## src/glc_pkg.sv

```systemverilog
`default_nettype none
package glc_pkg;

  localparam int MaxClusters = 16;
  localparam int IdxW        = $clog2(MaxClusters);
  localparam int CntW        = $clog2(MaxClusters + 1);
  localparam int CoordW      = 11;
  localparam int VoteW       = 16;
  localparam int TotalW      = 32;
  localparam int DistW       = 11;
  localparam int Lim2W       = 2 * DistW;
  localparam int DiffW       = CoordW + 1;
  localparam int D2W         = 2 * DiffW;
  localparam int CfgIdxW     = 1;
  localparam int CfgDataW    = 11;
  localparam int ClimW       = 5;

  localparam logic [DistW-1:0]  DistLimitRst   = 11'd5;
  localparam logic [ClimW-1:0]  ClusterLimitRst = 5'd16;
  localparam logic [TotalW-1:0] TotalMax       = {TotalW{1'b1}};

  localparam logic [CfgIdxW-1:0] CfgIdxDistance = 1'b0;
  localparam logic [CfgIdxW-1:0] CfgIdxClusters = 1'b1;

  localparam logic CmdCluster = 1'b0;
  localparam logic CmdClear   = 1'b1;

  typedef enum logic [1:0] {
    ST_JOINED  = 2'd0,
    ST_NEW     = 2'd1,
    ST_IGNORED = 2'd2,
    ST_CLEARED = 2'd3
  } status_t;

  typedef struct packed {
    logic signed [CoordW-1:0] x;
    logic signed [CoordW-1:0] y;
    logic [TotalW-1:0]        total;
  } entry_t;

  typedef struct packed {
    logic            en;
    logic [IdxW-1:0] addr;
    entry_t          data;
  } tbl_wr_t;

  typedef struct packed {
    logic            vld;
    logic [IdxW-1:0] idx;
    entry_t          ent;
    logic [D2W-1:0]  d2;
  } dist_res_t;

endpackage
`default_nettype wire

```

## src/glc_table.sv

```systemverilog
`default_nettype none
module glc_table (
  input  wire logic                      clk,
  input  wire glc_pkg::tbl_wr_t          wr,
  input  wire logic [glc_pkg::IdxW-1:0]  rd_addr,
  output glc_pkg::entry_t                rd_data
);

  glc_pkg::entry_t mem_r [glc_pkg::MaxClusters];

  always_ff @(posedge clk) begin
    if (wr.en) begin
      mem_r[wr.addr] <= wr.data;
    end
  end

  assign rd_data = mem_r[rd_addr];

endmodule
`default_nettype wire

```

## src/glc_dist_unit.sv

```systemverilog
`default_nettype none
module glc_dist_unit (
  input  wire logic                              clk,
  input  wire logic                              rst_n,
  input  wire logic                              issue,
  input  wire logic [glc_pkg::IdxW-1:0]          idx,
  input  wire glc_pkg::entry_t                   ent,
  input  wire logic signed [glc_pkg::CoordW-1:0] px,
  input  wire logic signed [glc_pkg::CoordW-1:0] py,
  output glc_pkg::dist_res_t                     res
);

  logic signed [glc_pkg::DiffW-1:0] dx;
  logic signed [glc_pkg::DiffW-1:0] dy;
  logic signed [glc_pkg::D2W-1:0]   sqx;
  logic signed [glc_pkg::D2W-1:0]   sqy;
  logic [glc_pkg::D2W-1:0]          d2;
  logic                             vld_r;
  logic [glc_pkg::IdxW-1:0]         idx_r;
  glc_pkg::entry_t                  ent_r;
  logic [glc_pkg::D2W-1:0]          d2_r;

  assign dx  = glc_pkg::DiffW'(px) - glc_pkg::DiffW'(ent.x);
  assign dy  = glc_pkg::DiffW'(py) - glc_pkg::DiffW'(ent.y);
  assign sqx = dx * dx;
  assign sqy = dy * dy;
  // each square is below 2^22, so the sum fits unsigned
  assign d2  = glc_pkg::D2W'($unsigned(sqx)) + glc_pkg::D2W'($unsigned(sqy));

  always_ff @(posedge clk) begin
    if (!rst_n) begin
      vld_r <= 1'b0;
    end else begin
      vld_r <= issue;
    end
  end

  always_ff @(posedge clk) begin
    idx_r <= idx;
    ent_r <= ent;
    d2_r  <= d2;
  end

  assign res = {vld_r, idx_r, ent_r, d2_r};

endmodule
`default_nettype wire

```

## src/greedy_leader_point_clustering_unit.sv

```systemverilog
// A point is compared with the stored clusters in index order in the scan state, then the
// update state writes the table and registers the result; a join ends the scan at the
// matching index, and clear and ignored items go straight to the update. The update waits
// while an unaccepted result is held. Throughput: one item at a time, one stored centre per
// cycle through the shared distance unit; the next item is taken once the result is registered.
// Reset (rst_n, synchronous, active low) zeroes the cluster count, limits back to 5 and 16.
`default_nettype none
module greedy_leader_point_clustering_unit (
  input  wire logic                          clk,
  input  wire logic                          rst_n,
  input  wire logic                          in_tvalid,
  output logic                               in_tready,
  input  wire logic [39:0]                   in_tdata,  // point_x, point_y, vote_count, pad
  input  wire logic                          in_tuser,  // cmd
  output logic                               out_tvalid,
  input  wire logic                          out_tready,
  output logic [63:0]                        out_tdata, // cluster_index, center_x, center_y,
                                                        // cluster_total, pad
  output logic [1:0]                         out_tuser, // status
  input  wire logic                          cfg_valid,
  output logic                               cfg_ready,
  input  wire logic [glc_pkg::CfgIdxW-1:0]   cfg_index,
  input  wire logic [glc_pkg::CfgDataW-1:0]  cfg_data
);

  typedef enum logic [2:0] {
    S_IDLE = 3'b001,
    S_SCAN = 3'b010,
    S_UPD  = 3'b100
  } state_t;

  state_t                            state_r, state_nxt;
  logic [glc_pkg::CntW-1:0]          found_r, found_nxt;
  logic [glc_pkg::CntW-1:0]          scan_r, scan_nxt;
  logic signed [glc_pkg::CoordW-1:0] px_r, py_r;
  logic [glc_pkg::VoteW-1:0]         votes_r;
  logic [glc_pkg::Lim2W-1:0]         lim2_r;
  glc_pkg::status_t                  kind_r, kind_nxt;
  logic [glc_pkg::IdxW-1:0]          hit_idx_r;
  glc_pkg::entry_t                   hit_ent_r;
  logic [glc_pkg::DistW-1:0]         dist_lim_r;
  logic [glc_pkg::ClimW-1:0]         clu_lim_r;
  logic                              out_valid_r, out_valid_nxt;
  glc_pkg::status_t                  out_status_r;
  logic [glc_pkg::IdxW-1:0]          out_idx_r;
  glc_pkg::entry_t                   out_ent_r;

  logic                              in_acc;
  logic                              out_free;
  logic [glc_pkg::CntW-1:0]          elim;
  logic                              issue;
  logic                              hit;
  logic [glc_pkg::TotalW:0]          sum;
  logic [glc_pkg::TotalW-1:0]        sat_total;
  logic                              upd_go;
  glc_pkg::tbl_wr_t                  wr;
  glc_pkg::entry_t                   rd_ent;
  glc_pkg::dist_res_t                dres;
  logic signed [glc_pkg::CoordW-1:0] in_px, in_py;
  logic [glc_pkg::VoteW-1:0]         in_votes;

  assign in_px    = in_tdata[10:0];
  assign in_py    = in_tdata[21:11];
  assign in_votes = in_tdata[37:22];

  assign in_tready = (state_r == S_IDLE);
  assign in_acc    = in_tvalid && in_tready;
  assign out_free  = !out_valid_r || out_tready;
  assign cfg_ready = 1'b1;

  // a limit of zero acts as one, above the table size as the table size
  always_comb begin
    if (clu_lim_r == '0) begin
      elim = glc_pkg::CntW'(1);
    end else if (glc_pkg::CntW'(clu_lim_r) > glc_pkg::CntW'(glc_pkg::MaxClusters)) begin
      elim = glc_pkg::CntW'(glc_pkg::MaxClusters);
    end else begin
      elim = glc_pkg::CntW'(clu_lim_r);
    end
  end

  assign hit   = (state_r == S_SCAN) && dres.vld &&
                 (dres.d2 < glc_pkg::D2W'(lim2_r));
  assign issue = (state_r == S_SCAN) && !hit && (scan_r < found_r);
  assign upd_go = (state_r == S_UPD) && out_free;

  assign sum       = (glc_pkg::TotalW+1)'(hit_ent_r.total) + (glc_pkg::TotalW+1)'(votes_r);
  assign sat_total = sum[glc_pkg::TotalW] ? glc_pkg::TotalMax : sum[glc_pkg::TotalW-1:0];

  glc_table u_table (
    .clk     (clk),
    .wr      (wr),
    .rd_addr (scan_r[glc_pkg::IdxW-1:0]),
    .rd_data (rd_ent)
  );

  glc_dist_unit u_dist (
    .clk   (clk),
    .rst_n (rst_n),
    .issue (issue),
    .idx   (scan_r[glc_pkg::IdxW-1:0]),
    .ent   (rd_ent),
    .px    (px_r),
    .py    (py_r),
    .res   (dres)
  );

  always_comb begin
    state_nxt     = state_r;
    found_nxt     = found_r;
    scan_nxt      = scan_r;
    kind_nxt      = kind_r;
    out_valid_nxt = out_valid_r && !out_tready;
    wr            = '0;
    unique case (state_r)
      S_IDLE: begin
        if (in_acc) begin
          scan_nxt = '0;
          if (in_tuser == glc_pkg::CmdClear) begin
            kind_nxt  = glc_pkg::ST_CLEARED;
            state_nxt = S_UPD;
          end else if (found_r >= elim) begin
            kind_nxt  = glc_pkg::ST_IGNORED;
            state_nxt = S_UPD;
          end else begin
            state_nxt = S_SCAN;
          end
        end
      end
      S_SCAN: begin
        if (hit) begin
          kind_nxt  = glc_pkg::ST_JOINED;
          state_nxt = S_UPD;
        end else if (issue) begin
          scan_nxt = scan_r + glc_pkg::CntW'(1);
        end else begin
          kind_nxt  = glc_pkg::ST_NEW;
          state_nxt = S_UPD;
        end
      end
      S_UPD: begin
        if (out_free) begin
          out_valid_nxt = 1'b1;
          state_nxt     = S_IDLE;
          unique case (kind_r)
            glc_pkg::ST_CLEARED: found_nxt = '0;
            glc_pkg::ST_JOINED: begin
              wr.en         = 1'b1;
              wr.addr       = hit_idx_r;
              wr.data       = hit_ent_r;
              wr.data.total = sat_total;
            end
            glc_pkg::ST_NEW: begin
              wr.en         = 1'b1;
              wr.addr       = found_r[glc_pkg::IdxW-1:0];
              wr.data.x     = px_r;
              wr.data.y     = py_r;
              wr.data.total = glc_pkg::TotalW'(votes_r);
              found_nxt     = found_r + glc_pkg::CntW'(1);
            end
            default: ;
          endcase
        end
      end
      default: state_nxt = S_IDLE;
    endcase
  end

  always_ff @(posedge clk) begin
    if (!rst_n) begin
      state_r     <= S_IDLE;
      found_r     <= '0;
      scan_r      <= '0;
      kind_r      <= glc_pkg::ST_IGNORED;
      out_valid_r <= 1'b0;
      dist_lim_r  <= glc_pkg::DistLimitRst;
      clu_lim_r   <= glc_pkg::ClusterLimitRst;
    end else begin
      state_r     <= state_nxt;
      found_r     <= found_nxt;
      scan_r      <= scan_nxt;
      kind_r      <= kind_nxt;
      out_valid_r <= out_valid_nxt;
      if (cfg_valid && cfg_ready) begin
        if (cfg_index == glc_pkg::CfgIdxDistance) begin
          dist_lim_r <= cfg_data[glc_pkg::DistW-1:0];
        end else begin
          clu_lim_r <= cfg_data[glc_pkg::ClimW-1:0];
        end
      end
    end
  end

  // payload registers
  always_ff @(posedge clk) begin
    if (in_acc) begin
      px_r    <= in_px;
      py_r    <= in_py;
      votes_r <= in_votes;
      lim2_r  <= glc_pkg::Lim2W'(dist_lim_r) * glc_pkg::Lim2W'(dist_lim_r);
    end
    if (hit) begin
      hit_idx_r <= dres.idx;
      hit_ent_r <= dres.ent;
    end
    if (upd_go) begin
      out_status_r <= kind_r;
      unique case (kind_r)
        glc_pkg::ST_JOINED: begin
          out_idx_r       <= hit_idx_r;
          out_ent_r.x     <= hit_ent_r.x;
          out_ent_r.y     <= hit_ent_r.y;
          out_ent_r.total <= sat_total;
        end
        glc_pkg::ST_NEW: begin
          out_idx_r       <= found_r[glc_pkg::IdxW-1:0];
          out_ent_r.x     <= px_r;
          out_ent_r.y     <= py_r;
          out_ent_r.total <= glc_pkg::TotalW'(votes_r);
        end
        default: begin
          out_idx_r <= '0;
          out_ent_r <= '0;
        end
      endcase
    end
  end

  assign out_tvalid = out_valid_r;
  assign out_tuser  = out_status_r;
  assign out_tdata  = {6'b0, out_ent_r.total, out_ent_r.y, out_ent_r.x, out_idx_r};

endmodule
`default_nettype wire
```

## config.mk

```make
export PLATFORM = sky130hd
export DESIGN_NAME = greedy_leader_point_clustering_unit
export DESIGN_NICKNAME = d
export VERILOG_FILES = /design/src/glc_pkg.sv /design/src/glc_table.sv /design/src/glc_dist_unit.sv /design/src/greedy_leader_point_clustering_unit.sv
export SDC_FILE = /design/constraint.sdc
export NUM_CORES = 2
export LEC_CHECK = 0
export ABC_AREA = 1
export BUFFER_PORTS_ARGS = -buffer_cell sky130_fd_sc_hd__buf_4
export CORE_ASPECT_RATIO = 0.7
export CORE_UTILIZATION = 52
export DETAILED_ROUTE_END_ITERATION = 8
export PLACE_DENSITY = 0.68
export SYNTH_ARGS = -nofsm -noshare
export SYNTH_HDL_FRONTEND = slang
export SYNTH_SLANG_ARGS = --single-unit
```

## constraint.sdc

```tcl
create_clock -name clk -period 15.4 [get_ports clk]
set_input_delay 2.31 -clock clk [delete_from_list [all_inputs] [get_ports clk]]
set_output_delay 2.31 -clock clk [all_outputs]
set_load 0.05 [all_outputs]
```

==> summary.txt <==
Status
  • Status: finished with violations
  • Failing checks: DRC

Timing
  • Slew Viols, Final: 0
  • Final hold violations: 0
  • Number of setup violations in the final report: 0
  • Slew HR: 0.09501
  • Final setup TNS: 0 ns
  • Layout Skew: 0.07481 ns
  • Min Clock Period, post-route: 10.99 ns
  • Final Cycle Share: 0.7136
  • Worst slew pin tran: 1.357 ns
  • RSZ-0062 raised after global routing: no
  • FMAX: 90.99 MHz
  • Final setup margin: 4.410 ns

Route
  • WL final: 144.7 mm
  • DRC violations left: 1
  • Iteration count of the initial detailed-routing pass: 8
  • Vias per Instance: 5.479
  • Vias: 37,910
  • Post-DR wirelength/cell: 20.92 um
  • DRT iter0 DRCs: 3,421
  • Antenna viol nets, final: 0

Setup path
  • Crit path kind: register to register
  • Worst Path Required: 15.97 ns
  • R2r worst-path depth: 31
  • Buffers & Inverters on Critical Path: 9
  • Reg2reg end: u_dist.d2_r[23]$_DFF_P_
  • Slowest CP cell: buf_4
  • Crit path max fanout: 80
  • FF-to-FF setup slack: 4.41 ns
  • Worst EP arrival: 11.56 ns
  • Largest delay contributor family on the critical path: adder cells
  • Crit path capture type: register
  • Worst path max stage delay: 0.82 ns
  • Cell mode on critical path: fa_1
  • Startpoint types: register

Synthesis
  • Yosys warns: 0
  • Cell taking the most area after synthesis: edfxtp_1
  • Async set or reset register ratio after synthesis: 0
  • Top-area cell type share of the netlist area: 0.5146
  • EDFF count, synth: 1,041
  • Top post-synthesis cells by area: edfxtp_1, fa_1, inv_1
  • Post-synth top cells: edfxtp_1, inv_1, nand2_1, fa_1, a21oi_1
  • Post-synthesis cell count: 5,206
  • Most frequent cell after synthesis: edfxtp_1
  • Seq/Total Area, Yosys: 0.5539
  • Distinct cells, synth: 59
  • Synthesized cell area: 60,740 um^2
  • Post-synthesis register bit count: 1,160
  • Syn avg cell area: 11.67 um^2
  • Main synth FF type: edfxtp_1

CTS
  • CTS tree: yes
  • Reg clk slew, reported paths: 0.07 ns
  • Total CTS buffers: 109
  • Worst-Skew Late Latency: 0.73 ns
  • Post_cts resized: 0
  • Setup Fix Bufs, Post-CTS: 0
  • Clock tree buffer depth: 3
  • CTS H-tree depth: 3
  • Sink Count: 1,160
  • Post-CTS Hold Buffers: 0
  • Root buffer cell: clkbuf_16

Placement
  • Worst slack, placed: 4.666 ns
  • DP HPWL: 90.72 mm
  • GPL Wtd Cong: 0.8913
  • IO buf count: 117
  • Placed Area: 63,130 um^2

Worst hold path
  • Hold path start: u_dist.idx_r[0]$_DFF_P_
  • Hold EP: hit_idx_r[0]$_DFFE_PP_
  • Hold Path Stages: 0
  • Hold Crit Class: register to register

Global route
  • Total GRT Usage: 0.2471
  • Initial antenna violation count: 0
  • Global-route wire length before repair: 221.8 mm
  • Largest net degree at the start of global routing: 192
  • Number of global-route vias before repair: 37,080
  • Total grt overflow: 0

Die
  • Core Rows: 104
  • # IOs: 127
  • Die ar.: 118,200 um^2
  • Chip Height: 288.0 um
  • Initial Utilization: 0.5263
  • Core area: 115,400 um^2
  • Die width: 410.5 um

Cells and area
  • Antenna diode count: 0
  • Final Cell Area: 66,840 um^2
  • Fin nets: 5,903
  • Fillcell total: 9,361
  • Sequential Area: 33,660 um^2
  • Area occupied by multi-input gates: 22,530 um^2
  • Layout cell share with drive strength beyond 1: 0.08177
  • Area grow syn2layout: 10.03%

Run
  • Max-cap check violation count: 0
[per-stage QoR]
stage	cells	hold slack (ns)	util
4_1_cts	6918	0.3872	0.5791
5_1_grt	6918	0.3955	0.5791
3_3_place_gp	6712	0.3858	0.5469
3_5_place_dp	6712	0.3887	0.5469
6_report	6918	0.3884	0.5791
2_1_floorplan	5213	0.3771	-
[area by class of cell]
cell class | instances | share of cell area
clock inverter | 64 | 0.01134
tap | 1537 | 0.02877
sequential | 1160 | 0.5036
timing repair buffer | 166 | 0.01883
inverter | 999 | 0.05618
multi-input combinational | 2850 | 0.3371
clock buffer | 142 | 0.04416
[layer usage]
layer | part of all wire | track usage
met5 | 0 | 0
met4 | 0.025 | 0.06558
met3 | 0.071 | 0.03558
met2 | 0.46 | 0.3932
met1 | 0.44 | 0.3573
[sequential cells by signal (all words and copies together) (netlist names), 2 cells and up, named ones only]
name,flops
scan_r,5
clu_lim_r,5
out_idx_r,4
px_r,11
kind_r,2
lim2_r,21
py_r,11
out_tdata,54
u_dist.d2_r,24
dist_lim_r,11
u_table.mem_r,864
state_r,3
votes_r,16
u_dist.res,54
hit_ent_r,54
hit_idx_r,4
u_dist.idx_r,4
found_r,5
out_tuser,2
[kinds of logic after synthesis]
logic type / Yosys count / synth area share
AO/OA/AOI/OAI: 947 / 0.09043
XOR/XNOR: 75 / 0.01106
adder cells (fa/ha/maj): 559 / 0.1579
buffers and inverters: 1203 / 0.07764
flip-flops: 1160 / 0.5539
multiplexers: 217 / 0.03576
other: 2 / 0.0001236
AND/OR/NAND/NOR: 1043 / 0.07321
[worst register-to-register path, delay by kind of cell, from the launching register on]
kind / cells / cell delay (ns)
multiplexers: 1 / 0.25
XOR/XNOR: 1 / 0.62
buffers and inverters: 9 / 2.84
adder cells (fa/ha/maj): 10 / 4.61
AND/OR/NAND/NOR: 7 / 0.89
AO/OA/AOI/OAI: 3 / 0.90
flip-flops: 1 / 0.73
[worst max-delay path by stage]
stage	startpoint	end	depth (start not counted)
finish	register	u_dist.d2_r[23]$_DFF_P_	31
global route	register	u_dist.d2_r[23]$_DFF_P_	30
CTS	register	u_dist.d2_r[23]$_DFF_P_	31
detailed placement	register	u_dist.d2_r[23]$_DFF_P_	31
global placement	register	u_dist.d2_r[23]$_DFF_P_	31
floorplan	out_tready	u_table.mem_r[4][0]$_DFFE_PP_	6
[cell usage in the layout, fill, tap and decap left out, types with 10 or more instances in the layout]
cell / count
nand4_1: 25
fa_1: 346
xnor2_1: 29
edfxtp_1: 1041
nor2_1: 248
nand2_1: 531
xor2_1: 44
clkbuf_1: 23
clkbuf_16: 109
clkinv_1: 17
a21oi_1: 321
or2_2: 11
inv_1: 979
o21ai_1: 11
nand3_1: 127
nor2_4: 20
buf_4: 165
clkbuf_8: 10
inv_2: 17
ha_1: 213
dfxtp_1: 115
mux2i_1: 217
o211ai_1: 220
nand2_2: 18
o21ai_0: 318
o22ai_1: 24
bufinv_16: 10
clkinv_2: 17
nor3_1: 19
a21o_1: 11
Power is not shown: default switching activity piles up to over one toggle a cycle in this logic, so the estimate is an artifact.
